**src/design/clt_pkg.sv**
```systemverilog
package clt_pkg;

  // Character classes handed from the front to the scanner
  typedef logic [2:0] cls_t;

  localparam cls_t CL_ZERO   = 3'd0;
  localparam cls_t CL_SPACE  = 3'd1;
  localparam cls_t CL_NPFX   = 3'd2;
  localparam cls_t CL_VPFX   = 3'd3;
  localparam cls_t CL_QUOTE  = 3'd4;
  localparam cls_t CL_LETTER = 3'd5;
  localparam cls_t CL_OTHER  = 3'd6;

  // Character codes
  localparam logic [15:0] CH_TAB   = 16'h0009;
  localparam logic [15:0] CH_SPACE = 16'h0020;
  localparam logic [15:0] CH_QUOTE = 16'h0022;
  localparam logic [15:0] CH_DASH  = 16'h002D;
  localparam logic [15:0] CH_SLASH = 16'h002F;
  localparam logic [15:0] CH_COLON = 16'h003A;
  localparam logic [15:0] CH_EQUAL = 16'h003D;
  localparam logic [15:0] CH_UA    = 16'h0041;
  localparam logic [15:0] CH_UZ    = 16'h005A;
  localparam logic [15:0] CH_LA    = 16'h0061;
  localparam logic [15:0] CH_LZ    = 16'h007A;

  localparam int CH_W      = 16;
  localparam int POS_W     = 12;
  localparam int EV_W      = 2;
  localparam int MAX_LINE  = 4096;
  localparam int Q_DEPTH   = 2;

  localparam logic [EV_W-1:0] EV_NONE = 2'd0;
  localparam logic [EV_W-1:0] EV_SUB  = 2'd1;
  localparam logic [EV_W-1:0] EV_OPT  = 2'd2;
  localparam logic [EV_W-1:0] EV_OPTV = 2'd3;

  typedef logic [POS_W-1:0] pos_t;

  // One beat leaving the scanner
  typedef struct packed {
    logic [EV_W-1:0] event_res;
    pos_t            name_start;
    pos_t            name_end;
    pos_t            value_start;
    pos_t            value_end;
    logic            line_done;
    logic            line_ok;
  } res_t;

  function automatic cls_t classify(input logic [CH_W-1:0] c);
    cls_t r;
    if (c == '0) begin
      r = CL_ZERO;
    end else if (c == CH_SPACE || c == CH_TAB) begin
      r = CL_SPACE;
    end else if (c == CH_DASH || c == CH_SLASH) begin
      r = CL_NPFX;
    end else if (c == CH_COLON || c == CH_EQUAL) begin
      r = CL_VPFX;
    end else if (c == CH_QUOTE) begin
      r = CL_QUOTE;
    end else if ((c >= CH_LA && c <= CH_LZ) || (c >= CH_UA && c <= CH_UZ)) begin
      r = CL_LETTER;
    end else begin
      r = CL_OTHER;
    end
    return r;
  endfunction

endpackage

```
**src/design/command_line_tokenizer_core.sv**
```systemverilog
// Path: an accepted character's class is written into the queue, and its result is registered as the output beat.
// Throughput: one character per cycle while the token side is ready; the scanner steps when it pops.
// A two-entry class queue sits between classifier and scanner, so either side stalls alone.
// Reset (rst, synchronous, active high) empties the queue, drops the output beat and
// returns the scanner to the start of a new line at position 0 with no error.
module command_line_tokenizer_core #(
  parameter int MAX_LINE = clt_pkg::MAX_LINE
) (
  input  logic        clk,
  input  logic        rst,
  // Character stream in
  input  logic        s_axis_tvalid,
  output logic        s_axis_tready,
  input  logic [15:0] s_axis_tdata,   // [15:0] ch
  // Token stream out
  output logic        m_axis_tvalid,
  input  logic        m_axis_tready,
  output logic [47:0] m_axis_tdata,   // [11:0] name_start, [23:12] name_end,
                                      // [35:24] value_start, [47:36] value_end
  output logic        m_axis_tlast,   // line_done: beat of the terminating zero
  output logic [7:0]  m_axis_tuser    // [1:0] event_res, [2] line_ok, rest zero
);
  import clt_pkg::*;

  logic push;
  cls_t push_cls;
  logic q_full;
  logic q_valid;
  cls_t q_cls;
  logic pop;
  res_t res;

  // Front: classify each character beat and push its class
  clt_front u_front (
    .rst      (rst),
    .in_valid (s_axis_tvalid),
    .in_ready (s_axis_tready),
    .in_ch    (s_axis_tdata),
    .push     (push),
    .push_cls (push_cls),
    .q_full   (q_full)
  );

  // Hold classes until the scanner takes them
  clt_queue u_queue (
    .clk      (clk),
    .rst      (rst),
    .push     (push),
    .push_cls (push_cls),
    .full     (q_full),
    .valid    (q_valid),
    .head_cls (q_cls),
    .pop      (pop)
  );

  // Back: advance the scanner and register one result per character
  clt_back #(
    .MAX_LINE (MAX_LINE)
  ) u_back (
    .clk       (clk),
    .rst       (rst),
    .q_valid   (q_valid),
    .q_cls     (q_cls),
    .pop       (pop),
    .out_valid (m_axis_tvalid),
    .out_ready (m_axis_tready),
    .out_res   (res)
  );

  assign m_axis_tdata = {res.value_end, res.value_start, res.name_end, res.name_start};
  assign m_axis_tlast = res.line_done;
  assign m_axis_tuser = {5'b0, res.line_ok, res.event_res};

endmodule

```
**src/design/clt_front.sv**
```systemverilog
module clt_front (
  input  logic                          rst,
  input  logic                          in_valid,
  output logic                          in_ready,
  input  logic [clt_pkg::CH_W-1:0]      in_ch,
  output logic                          push,
  output clt_pkg::cls_t                 push_cls,
  input  logic                          q_full
);
  import clt_pkg::*;

  logic accepted;

  // Classify on the way in; only the class travels on
  assign in_ready = !q_full && !rst;
  assign accepted = in_valid && in_ready;
  assign push     = accepted;
  assign push_cls = classify(in_ch);

endmodule

```
**src/design/clt_queue.sv**
```systemverilog
module clt_queue (
  input  logic          clk,
  input  logic          rst,
  input  logic          push,
  input  clt_pkg::cls_t push_cls,
  output logic          full,
  output logic          valid,
  output clt_pkg::cls_t head_cls,
  input  logic          pop
);
  import clt_pkg::*;

  localparam int AW = (Q_DEPTH > 1) ? $clog2(Q_DEPTH) : 1;
  localparam int CW = $clog2(Q_DEPTH + 1);

  cls_t          mem [Q_DEPTH];
  logic [AW-1:0] wr_ptr;
  logic [AW-1:0] rd_ptr;
  logic [CW-1:0] count;

  assign full     = (count == CW'(Q_DEPTH));
  assign valid    = (count != '0);
  assign head_cls = mem[rd_ptr];

  always_ff @(posedge clk) begin
    if (push) begin
      mem[wr_ptr] <= push_cls;
    end
  end

  always_ff @(posedge clk) begin
    if (rst) begin
      wr_ptr <= '0;
      rd_ptr <= '0;
      count  <= '0;
    end else begin
      if (push) begin
        wr_ptr <= (wr_ptr == AW'(Q_DEPTH - 1)) ? '0 : wr_ptr + 1'b1;
      end
      if (pop) begin
        rd_ptr <= (rd_ptr == AW'(Q_DEPTH - 1)) ? '0 : rd_ptr + 1'b1;
      end
      case ({push, pop})
        2'b10:   count <= count + 1'b1;
        2'b01:   count <= count - 1'b1;
        default: count <= count;
      endcase
    end
  end

endmodule

```
**src/design/clt_back.sv**
```systemverilog
module clt_back #(
  parameter int MAX_LINE = clt_pkg::MAX_LINE
) (
  input  logic          clk,
  input  logic          rst,
  input  logic          q_valid,
  input  clt_pkg::cls_t q_cls,
  output logic          pop,
  output logic          out_valid,
  input  logic          out_ready,
  output clt_pkg::res_t out_res
);
  import clt_pkg::*;

  localparam logic [2:0] M_NEW   = 3'd0;
  localparam logic [2:0] M_WHITE = 3'd1;
  localparam logic [2:0] M_SUB   = 3'd2;
  localparam logic [2:0] M_PFX   = 3'd3;
  localparam logic [2:0] M_NAME  = 3'd4;
  localparam logic [2:0] M_VPFX  = 3'd5;
  localparam logic [2:0] M_VAL   = 3'd6;
  localparam logic [2:0] M_ERR   = 3'd7;

  localparam logic [31:0] LIMIT = 32'(MAX_LINE - 1);

  logic [2:0] mode, mode_next;
  logic       in_quote, in_quote_next;
  pos_t       position, position_next;
  pos_t       token_start, token_start_next;
  pos_t       name_stop, name_stop_next;
  pos_t       value_begin, value_begin_next;
  logic       failed, failed_next;
  res_t       res_next;

  logic bad;
  logic white;
  logic is_zero;

  assign pop     = q_valid && (!out_valid || out_ready);
  assign is_zero = (q_cls == CL_ZERO);
  assign white   = is_zero || (q_cls == CL_SPACE);

  always_comb begin
    mode_next        = mode;
    in_quote_next    = in_quote;
    token_start_next = token_start;
    name_stop_next   = name_stop;
    value_begin_next = value_begin;
    failed_next      = failed;
    position_next    = position;
    res_next         = '0;
    bad              = !is_zero && ({{(32-POS_W){1'b0}}, position} >= LIMIT);

    if (!bad) begin
      case (mode)
        M_NEW, M_WHITE: begin
          if (mode == M_NEW) begin
            in_quote_next = 1'b0;
          end
          if (white) begin
            mode_next = M_WHITE;
          end else if (q_cls == CL_NPFX) begin
            mode_next = M_PFX;
          end else if (q_cls == CL_LETTER) begin
            token_start_next = position;
            mode_next        = M_SUB;
          end else if (q_cls == CL_QUOTE) begin
            in_quote_next = 1'b1;
            mode_next     = M_WHITE;
          end else begin
            bad = 1'b1;
          end
        end
        M_SUB: begin
          if (white || q_cls == CL_QUOTE) begin
            res_next.event_res  = EV_SUB;
            res_next.name_start = token_start;
            res_next.name_end   = position;
            mode_next           = M_NEW;
          end else if (q_cls != CL_LETTER) begin
            bad = 1'b1;
          end
        end
        M_PFX: begin
          if (white) begin
            bad = 1'b1;
          end else if (q_cls != CL_NPFX) begin
            token_start_next = position;
            mode_next        = M_NAME;
          end
        end
        M_NAME: begin
          if (white || q_cls == CL_QUOTE) begin
            res_next.event_res  = EV_OPT;
            res_next.name_start = token_start;
            res_next.name_end   = position;
            mode_next           = M_NEW;
          end else if (q_cls == CL_VPFX) begin
            name_stop_next = position;
            mode_next      = M_VPFX;
          end
        end
        M_VPFX: begin
          if (white) begin
            if (in_quote) begin
              value_begin_next = position;
              mode_next        = M_VAL;
            end else begin
              res_next.event_res  = EV_OPT;
              res_next.name_start = token_start;
              res_next.name_end   = name_stop;
              mode_next           = M_NEW;
            end
          end else if (q_cls == CL_QUOTE) begin
            value_begin_next = position + 1'b1;
            in_quote_next    = 1'b1;
          end else begin
            value_begin_next = position;
            mode_next        = M_VAL;
          end
        end
        M_VAL: begin
          if ((white && !in_quote) || q_cls == CL_QUOTE) begin
            res_next.event_res   = EV_OPTV;
            res_next.name_start  = token_start;
            res_next.name_end    = name_stop;
            res_next.value_start = value_begin;
            res_next.value_end   = position;
            mode_next            = M_NEW;
          end
        end
        default: begin
          mode_next = mode;
        end
      endcase
    end

    if (bad) begin
      res_next    = '0;
      failed_next = 1'b1;
      mode_next   = M_ERR;
    end

    if (is_zero) begin
      res_next.line_done = 1'b1;
      res_next.line_ok   = !failed_next;
      mode_next          = M_NEW;
      in_quote_next      = 1'b0;
      position_next      = '0;
      token_start_next   = '0;
      name_stop_next     = '0;
      value_begin_next   = '0;
      failed_next        = 1'b0;
    end else if (mode_next != M_ERR) begin
      position_next = position + 1'b1;
    end
  end

  always_ff @(posedge clk) begin
    if (rst) begin
      mode        <= M_NEW;
      in_quote    <= 1'b0;
      position    <= '0;
      token_start <= '0;
      name_stop   <= '0;
      value_begin <= '0;
      failed      <= 1'b0;
      out_valid   <= 1'b0;
    end else begin
      if (pop) begin
        mode        <= mode_next;
        in_quote    <= in_quote_next;
        position    <= position_next;
        token_start <= token_start_next;
        name_stop   <= name_stop_next;
        value_begin <= value_begin_next;
        failed      <= failed_next;
        out_valid   <= 1'b1;
      end else if (out_ready) begin
        out_valid <= 1'b0;
      end
    end
  end

  always_ff @(posedge clk) begin
    if (pop) begin
      out_res <= res_next;
    end
  end

endmodule

```
**config.mk**
```make
export PLATFORM = sky130hd
export DESIGN_NAME = command_line_tokenizer_core
export DESIGN_NICKNAME = d
export VERILOG_FILES = /design/src/design/clt_pkg.sv /design/src/design/command_line_tokenizer_core.sv /design/src/design/clt_front.sv /design/src/design/clt_queue.sv /design/src/design/clt_back.sv
export SDC_FILE = /design/constraint.sdc
export NUM_CORES = 1
export LEC_CHECK = 0
export ABC_AREA = 0
export ABC_CLOCK_PERIOD_IN_PS = 4300
export BUFFER_PORTS_ARGS = -buffer_cell sky130_fd_sc_hd__clkbuf_2
export CAP_MARGIN = 20
export CORE_MARGIN = 3
export CORE_UTILIZATION = 57
export CTS_CLUSTER_DIAMETER = 40
export DETAILED_ROUTE_END_ITERATION = 8
export GPL_TIMING_DRIVEN = 0
export PLACE_DENSITY = 0.79
export SLEW_MARGIN = 30
export SYNTH_ARGS = -nofsm -noshare
export SYNTH_HDL_FRONTEND = slang
export SYNTH_SLANG_ARGS = --single-unit
```
**constraint.sdc**
```tcl
create_clock -name clk -period 4.3 [get_ports clk]
set_clock_uncertainty 0.05 [all_clocks]
set_input_delay 0.215 -clock clk [delete_from_list [all_inputs] [get_ports clk]]
set_output_delay 0.215 -clock clk [all_outputs]
set_load 0.01 [all_outputs]
```
### Word level (Yosys, flattened, before mapping)

Memory sizes are Yosys's and may differ from the RTL's. A register that Yosys moved wholly into a read port is not among the register bits.
Index checks and enable logic that the tools add are counted.
W data, S select, Z words.

| storage, ports and cells | value |
|---|---|
| flip-flop bits (word level) | 110 |
| memory bits (writable) | 6 |
| input bits | 20 |
| logic and storage cells | 187 |
| memories kept | 1 |

| cells by class | value |
|---|---|
| add/subtract/negate cells | 5 |
| order comparisons | 5 |
| eq/ne operators | 34 |
| mux-type cells | 81 |
| bitwise gates (word level) | 2 |
| reduce and logical (&&, ||, !) cells | 41 |

Memories:

| name | words | width | rd ports | clocked after Yosys merged registers in | write ports | line | RTL |
|---|---|---|---|---|---|---|---|
| u_queue.mem | 2 | 3 | 1 | 1 | 1 | clt_queue.sv:16 | `cls_t mem [Q_DEPTH];` |

Operators with widths:

| kind | count |
|---|---|
| $mux W12 | 20 |
| $pmux W26 S4 | 1 |
| $eq A16 B6 Y1 const B | 6 |
| $mux W26 | 3 |
| $mux W3 | 21 |
| $mux W50 | 1 |
| $ge A16 B7 Y1 const B | 2 |
| $le A16 B7 Y1 const B | 2 |
| $mux W1 | 28 |
| $mux W25 | 1 |
| $pmux W12 S2 | 1 |
| $pmux W3 S6 | 1 |
| $eq A16 B4 Y1 const B | 1 |
| $logic_not A16 Y1 | 1 |
| $eq A3 B3 Y1 const B | 5 |
| $ne A3 B3 Y1 const B | 5 |
| $reduce_bool A2 Y1 | 7 |
| $add A12 B1 Y12 const B | 1 |
| $eq A3 B2 Y1 const B | 4 |
| $ge A12 B12 Y1 const B | 1 |
| $reduce_and A5 Y1 | 2 |
| $ne A3 B1 Y1 const B | 3 |
| $ne A3 B2 Y1 const B | 3 |
| $logic_or A1 B1 Y1 | 8 |
| other kinds (21) | 40 |

### Logic depth before layout (Yosys ltp)

Gate-level depths: netlist of the first run.

| depth | value |
|---|---|
| word-level depth | 11 |
| mapped depth | 9 |

### Modules after synthesis

From an unflattened synthesis of the first run, not the netlist that was laid out.

| second synthesis, totals | value |
|---|---|
| cell total of the unflattened synthesis | 587 |
| area total of the unflattened synthesis | 5,577.8 um^2 |

By module, submodules not included:

| module | instances | cells an instance | area each (um^2) | seq. area each (um^2) |
|---|---|---|---|---|
| clt_back | 1 | 516 | 4,903.5 | 2,642.5 |
| clt_queue | 1 | 31 | 421.7 | 280.3 |
| clt_front | 1 | 34 | 211.5 | 0.0 |
| command_line_tokenizer_core | 1 | 6 | 41.3 | 0.0 |

### Worst setup path after synthesis of the first run

No wires, ideal clock.

| timing | value |
|---|---|
| kind | register to register |
| start | register u_queue.count[0] |
| end | register u_queue.count[1] |
| setup time | 0.070 ns |
| arrival time | 3.156 ns |
| slack | 1.024 ns |
| stages on the path, launching flop included | 6 |
| path buffers | 0 |
| period minus slack after synthesis | 3.276 ns |
| cells stage by stage | dfxtp_1 > o21ai_1 > clkinv_1 > ha_1 > or3_1 > a21oi_1 |

| on the way | value |
|---|---|
| elaborated cells between the ends (all ways) | 12 |

RTL lines:

| item | line | RTL |
|---|---|---|
| start, declared | clt_queue.sv:19 | `logic [CW-1:0] count;` |
| start signal, assigned | clt_queue.sv:44 | `2'b10: count <= count + 1'b1;` |
| start signal, assigned | clt_queue.sv:45 | `2'b01: count <= count - 1'b1;` |
| start signal, assigned | clt_queue.sv:46 | `default: count <= count;` |
| $reduce_bool A2 Y1 * | clt_queue.sv:22 | `assign valid = (count != '0);` |
| $logic_and A1 B1 Y1 * | clt_back.sv:39 | `assign pop = q_valid && (!out_valid \|\| out_ready);` |
| via pop | command_line_tokenizer_core.sv:30 | `logic pop;` |
| $eq A2 B1 Y1 or $eq A2 B2 Y1 (tied branches) | clt_queue.sv:43 | `case ({push, pop})` |
| $pmux W2 S2 or $reduce_bool A2 Y1 (tied branches) | n/a |  |

The timed path passes the listed nets; every way through them passes the cells marked *.
A chain may end at the register's enable or synchronous reset.

### Final worst setup path of the first run

| timing | value |
|---|---|
| start | register u_back.position[0] |
| end | register u_back.out_res[16] (netlist name) (data pin) |

| on the way | value |
|---|---|
| word-level cells in the longest chain between the ends | 4 |

RTL lines:

| item | line | RTL |
|---|---|---|
| start, declared | clt_back.sv:28 | `pos_t position, position_next;` |
| start signal, assigned | clt_back.sv:173 | `position <= position_next;` |
| $ge A12 B12 Y1 * | clt_back.sv:52 | `bad = !is_zero && ({{(32-POS_W){1'b0}}, position} >= LIMIT);` |
| $logic_and A1 B1 Y1 * | clt_back.sv:52 |  |
| $mux W1 | clt_back.sv:54 | `if (!bad) begin` |
| $reduce_or A4 Y1 (no source line) * | n/a |  |
| end signal, assigned | clt_back.sv:187 | `out_res <= res_next;` |
| end, declared | clt_back.sv:11 | `output clt_pkg::res_t out_res` |

Every way passes the cells marked *; elsewhere a longest branch is shown, timed or not.

==> impl_metrics.py, run 1 <==
metrics = {
    "synthesis": {
        "syn_inst": 560,
        "synthTopCellsByArea": "edfxtp_1, dfxtp_1, and2_1",
        "synth_ff_type": "dfxtp_1",
        "synth-edff-count": 58,
        "synth.most_common_cell": "nor2_1",
        "netlist_top_cells_count": "nor2_1, dfxtp_1, edfxtp_1",
        "synth_area_per_cell_um2": 10.1,
        "synth_area_um2": 5660,
        "synthArstFlopShare": 0,
        "yosys.area.top_type": "edfxtp_1",
        "ys_warn_count": 0,
        "ys_seq_elements": 117,
        "yosysSeqAreaShare": 0.517,
        "post-synth-top-area-fraction": 0.308,
        "yosysUniqueCellTypes": 72,
    },
    "pwr": {
        "power_uw": 4030,
        "p_leak_uw": 0.00253,
        "p_per_area_nw_per_um2": 595,
        "peakVddDrop_mv": 0.327,
    },
    "global_routing": {
        "gr-max-usage-layer": "met2",
        "overflow": 0,
        "grt_pass1_vias": 4508,
        "met2_usage": 0.417,
        "antenna_found_initial": 0,
        "use_met1": 0.313,
        "grt_max_degree": 39,
        "track_usage": 0.250,
        "met3_usage": 0.0502,
        "grt_pass1_wl_um": 22200,
    },
    "clock_network": {
        "tritoncts": "done",
        "path_clk_slew_ns": 0.07,
        "cts_max_path_buffers": 2,
        "clk_latency_ns": 0.52,
        "numCtsBuffers": 17,
        "cts_root_buf": "clkbuf_8",
        "htree_levels": 4,
        "clock_sinks": 117,
    },
    "die": {
        "die_y_um": 106,
        "rows": 35,
        "core_um2": 9460,
        "initial_core_util": 0.598,
        "dieArea_um2": 11200,
        "io_pins": 79,
        "die_w_um": 106,
    },
    "sta": {
        "relSlewSlack": 0.502,
        "rsz0062_at_grt": "false",
        "fin_tns_setup_ns": 0,
        "setup_viol": 0,
        "fmax_mhz": 298,
        "whs_ns": 0.0437,
        "worst_slew_pin_slew_ns": 0.740,
        "fin_crit_sh": 0.782,
        "finalHoldViolCount": 0,
        "period_minus_slack_ns": 3.36,
        "maxSlewViolCount": 0,
    },
    "cells_and_area": {
        "area_growth_pct": 19.8,
        "instances_no_fill": 797,
        "layout-drive-gt1-share": 0.210,
        "n_antenna_cell": 0,
        "nNetsFinal": 677,
    },
    "worst_setup_path": {
        "r2r_setup_slack_ns": 0.94,
        "rr_endpoint": "u_back.out_res[16]",
        "path_class": "flip-flop to flip-flop",
        "cp-startpoint": "u_back.position[0]",
        "r2r-start": "u_back.position[0]",
        "r2r_cells": 8,
        "worstPathRequired_ns": 4.52,
        "start_kind": "flip-flop",
        "endpoint_kind": "flip-flop",
        "path_max_fanout": 10,
        "critPathArrivalTime_ns": 3.58,
    },
    "place": {
        "place_inst": 764,
        "place_congestion": 0.873,
        "portBuffers": 70,
        "dp_hpwl_um": 9390,
    },
    "min_path": {
        "whs_path_depth": 3,
        "min_from": "s_axis_tdata[6]",
        "min_to": "u_queue.mem[0][2]",
        "min_path_type": "primary input to flip-flop",
    },
    "outcome": {
        "status": "finished clean",
    },
    "flow_run": {
        "maxCapViolations": 0,
    },
    "route": {
        "drt-initial-drc-count": 345,
        "wire_per_inst_um": 17.1,
        "first_pass_iters": 6,
        "via_count": 4633,
        "via_per_inst": 5.81,
        "antenna_left": 0,
        "routed_wl_um": 13700,
        "drc": 0,
    },
}
[routing by layer]
metal / part of all wire / vias to the layer above
met5: 0 / -
met4: 0.026 / 0
met3: 0.062 / 42
met2: 0.49 / 198
met1: 0.42 / 2183
li1: - / 2210
[stage by stage]
step                      setup slack, ns  area, um^2  utilization
after global placement              0.144        6180        0.654
after floorplan                      1.02        5670            -
after CTS                            1.05        6780        0.716
after global routing                0.747        6780        0.716
after detailed placement             1.09        6210        0.656
final                               0.939        6780        0.716
[cell type report]
type                       instances  area [um^2]
tap                              129          161
fill                             730         2680
buffer                            46          233
timing repair buffer              72          380
clock buffer                      18          418
inverter                           8         31.3
clock inverter                    14          143
sequential                       117         2920
multi-input combinational        393         2490
[where the power goes]
group	total [uW]	leakage, uW	internal (uW)	switching (uW)
Clock	1340	0.000266	784	560
Sequential	1580	0.00103	1490	91.3
Combinational	1110	0.00123	380	726
[state kept, by name, indices dropped and copies added, names as in the netlist, named ones only]
register and count:
u_back.in_quote 1, u_queue.count 2, u_queue.mem 6, u_queue.rd_ptr 1, u_back.position 12, u_back.value_begin 12, u_queue.wr_ptr 1, u_back.token_start 12
u_back.failed 1, u_back.out_valid 1, u_back.name_stop 12, u_back.out_res 52, u_back.mode 3
[what timing repair did]
action	CTS	global route
resized for setup	0	0
setup buffers	0	0
hold buffers	1	0
hold endpoints to repair	1	0
[critical path, cell delays in order (launching register included)]
cell and delay (ns):
dfxtp_1 0.58, ha_1 0.29, nand3_1 0.24, nor4_1 0.73
nand4_1 0.29, nand2_1 0.32, nor2_1 0.17, clkbuf_1 0.22
and2_1 0.21
[worst max path at each step]
stage | cells past startpoint | slack [ns] | end
2_1_floorplan | 5 | 1.02 | u_queue.count[1]
3_3_place_gp | 5 | 0.14 | u_queue.count[1]
3_5_place_dp | 8 | 1.09 | u_back.out_res[17]
4_1_cts | 8 | 1.05 | u_back.out_res[16]
5_1_grt | 8 | 0.75 | u_back.out_res[16]
6_report | 8 | 0.94 | u_back.out_res[16]
[layout by cell type, fill, tap and decap left out, types with 4 or more instances in the layout]
cell / instances
and3_1: 4
nor2b_1: 5
conb_1: 5
nor2_1: 68
o211ai_1: 8
buf_4: 7
nor3_1: 10
a211oi_1: 5
buf_2: 7
nand2b_1: 4
nand3_1: 6
xnor2_1: 11
a21oi_1: 33
inv_1: 7
edfxtp_1: 58
nor3b_1: 6
clkbuf_1: 27
or4_1: 4
dfxtp_1: 59
a22oi_1: 12
nand2_1: 38
inv_6: 7
nand4_1: 7
and2_1: 44
clkbuf_2: 72
mux2i_1: 27
or3_1: 19
clkbuf_16: 16
o21ai_0: 12
[cell families (layout without fill, tap and decap cells)]
group                      after synthesis  in the layout  synth area share
and+or+nand+nor                        234            234             0.223
adders and majority gates                3              3           0.00619
AOI/OAI and AO/OA                      106            106             0.128
DFF                                    117            117             0.517
muxes                                   30             30            0.0537
xor gates and xnor gates                15             15            0.0245
other                                    1              5          0.000663
buffers and inverters                   54            158            0.0464
(Power assumes the default switching activity.)
==> run 2, diff against run 1 <==
ABC_CLOCK_PERIOD_IN_PS = 3400   (was 4300)
clock period = 3.4 ns   (was 4.3 ns; I/O delays follow)
==> run 2 against run 1 <==
Flip-flop and latch count unchanged; worst setup slack lost 0.67 ns; highest routed layer unchanged; hold slack worse by 0.018 ns; sequential share of layout area fell by 0.10 points; core utilization is 0.17 points higher.
==> impl_metrics.py, run 2 (synthesis results as in run 1) <==
metrics = {
    "place": {
        "portBuffers": 70,
        "post-place-ws_ns": 0.192,
        "dp_hpwl_um": 9390,
        "place_inst": 764,
        "place_congestion": 0.873,
    },
    "global_routing": {
        "grt_max_degree": 39,
        "antenna_found_initial": 0,
        "track_usage": 0.251,
        "grt_pass1_vias": 4510,
        "grt_pass1_wl_um": 22200,
        "overflow": 0,
    },
    "min_path": {
        "min_to": "u_queue.wr_ptr",
        "whs_path_depth": 4,
        "min_path_type": "primary input to flip-flop",
        "min_from": "s_axis_tvalid",
    },
    "sta": {
        "relSlewSlack": 0.548,
        "period_minus_slack_ns": 3.13,
        "fmax_mhz": 319,
        "setup_viol": 0,
        "fin_crit_sh": 0.921,
        "setup_slack_ns": 0.268,
        "maxSlewViolCount": 0,
        "rsz0062_at_grt": "false",
        "finalHoldViolCount": 0,
        "worst_slew_pin_slew_ns": 0.659,
    },
    "cells_and_area": {
        "regMostFlops": "u_back.out_res",
        "most-common-layout-cells": "clkbuf_2, nor2_1, dfxtp_1, edfxtp_1, and2_1",
        "final_common_cell": "clkbuf_2",
        "nNetsFinal": 678,
        "largest_reg_flops": 52,
        "multi_input_area_um2": 2490,
        "instances_no_fill": 798,
        "nFillCells": 726,
        "area_growth_pct": 20.1,
        "layout-drive-gt1-share": 0.211,
        "regArea_um2": 2920,
        "n_antenna_cell": 0,
    },
    "pwr": {
        "power_uw": 5090,
        "switchingPower_uw": 1730,
        "p_sw_frac": 0.340,
        "power.internal_uw": 3360,
        "combPwrFrac": 0.274,
        "peakVddDrop_mv": 0.411,
        "p_seq_frac": 0.394,
        "p_leak_uw": 0.00253,
        "pwr-share-clk": 0.332,
        "p_per_area_nw_per_um2": 749,
    },
    "clock_network": {
        "tritoncts": "done",
        "cts_root_buf": "clkbuf_8",
        "htree_levels": 4,
        "numCtsBuffers": 17,
        "clock_sinks": 117,
        "post_cts_buffers": 0,
        "clk_latency_ns": 0.52,
        "path_clk_slew_ns": 0.06,
        "cts_max_path_buffers": 2,
    },
    "route": {
        "via_per_inst": 5.86,
        "drc": 0,
        "via_count": 4674,
        "routed_wl_um": 13700,
        "wire_per_inst_um": 17.1,
        "antenna_left": 0,
        "first_pass_iters": 6,
        "drt-initial-drc-count": 380,
    },
    "die": {
        "dieArea_um2": 11200,
        "core_um2": 9460,
        "rows": 35,
        "io_pins": 79,
        "initial_core_util": 0.598,
        "die_w_um": 106,
        "die_y_um": 106,
    },
    "worst_setup_path": {
        "r2r-start": "u_back.position[0]",
        "critPathArrivalTime_ns": 3.35,
        "worstPathRequired_ns": 3.62,
        "rr_endpoint": "u_back.out_res[16]",
        "path_max_fanout": 10,
        "start_kind": "flip-flop",
        "r2r_setup_slack_ns": 0.27,
        "path_class": "flip-flop to flip-flop",
        "endpoint_kind": "flip-flop",
        "cp-startpoint": "u_back.position[0]",
        "r2r_cells": 8,
    },
    "outcome": {
        "status": "finished clean",
    },
    "flow_run": {
        "maxCapViolations": 0,
    },
}
[run 2: cell count changes in the layout (fill, tap and decap cells not counted)]
cell / change
nor4_2: +1
nor4_1: -1
dlygate4sd3_1: +1
[run 2: timing repair]
| action | CTS | global route |
|---|---|---|
| endpoints found under the setup margin | 0 | 41 |
| gates resized for setup | 0 | 1 |
| hold buffers | 2 | 0 |
| endpoints found under the hold margin | 3 | 0 |
[run 2: through the flow]
stage / hold slack [ns] / TNS (ns) / util / area (um^2)
after global placement: 0.392 / -9.18 / 0.654 / 6180
after floorplan: 0.319 / 0 / - / 5670
after detailed placement: 0.392 / 0 / 0.656 / 6210
after CTS: 0.0193 / 0 / 0.717 / 6790
final: 0.0253 / 0 / 0.718 / 6790
after global routing: 0.0448 / 0 / 0.718 / 6790
[run 2: area by class of cell]
cell class              count  share of cell area
well taps                 129              0.0238
clock inverters            14              0.0210
repair buffers             73              0.0575
inverters                   8             0.00460
clock buffers              18              0.0615
flip-flops and latches    117               0.430
multi-input cells         393               0.367
plain buffers              46              0.0343
[run 2: critical path: stages (launching register included)]
cell	delay, ns
dfxtp_1	0.59
ha_1	0.29
nand3_1	0.26
nor4_2	0.54
nand4_1	0.25
nand2_1	0.30
nor2_1	0.17
clkbuf_1	0.22
and2_1	0.20
[run 2: power by group through the flow]
stage	combinational [uW]	clock (uW)	sequential (uW)
3_5_place_dp	1390	0	2030
6_report	1390	1690	2000
3_3_place_gp	1310	0	2040
5_1_grt	1510	1780	2030
4_1_cts	1390	1700	2000
2_1_floorplan	730	0	2180
[run 2: layer usage]
metal  GRT usage  part of all wire  up-vias
li1            -                 -     2217
met1       0.313              0.41     2225
met2       0.417              0.50      195
met3      0.0502             0.063       37
met4       0.117             0.027        0
met5           0                 0        -
[run 2: worst max-delay path by stage]
| stage | slack (ns) | to |
|---|---|---|
| 2_1_floorplan | 0.12 | u_queue.count[1] |
| 3_3_place_gp | -0.76 | u_queue.count[1] |
| 3_5_place_dp | 0.19 | u_back.out_res[17] |
| 4_1_cts | 0.15 | u_back.out_res[16] |
| 5_1_grt | 0.08 | u_back.out_res[16] |
| 6_report | 0.27 | u_back.out_res[16] |
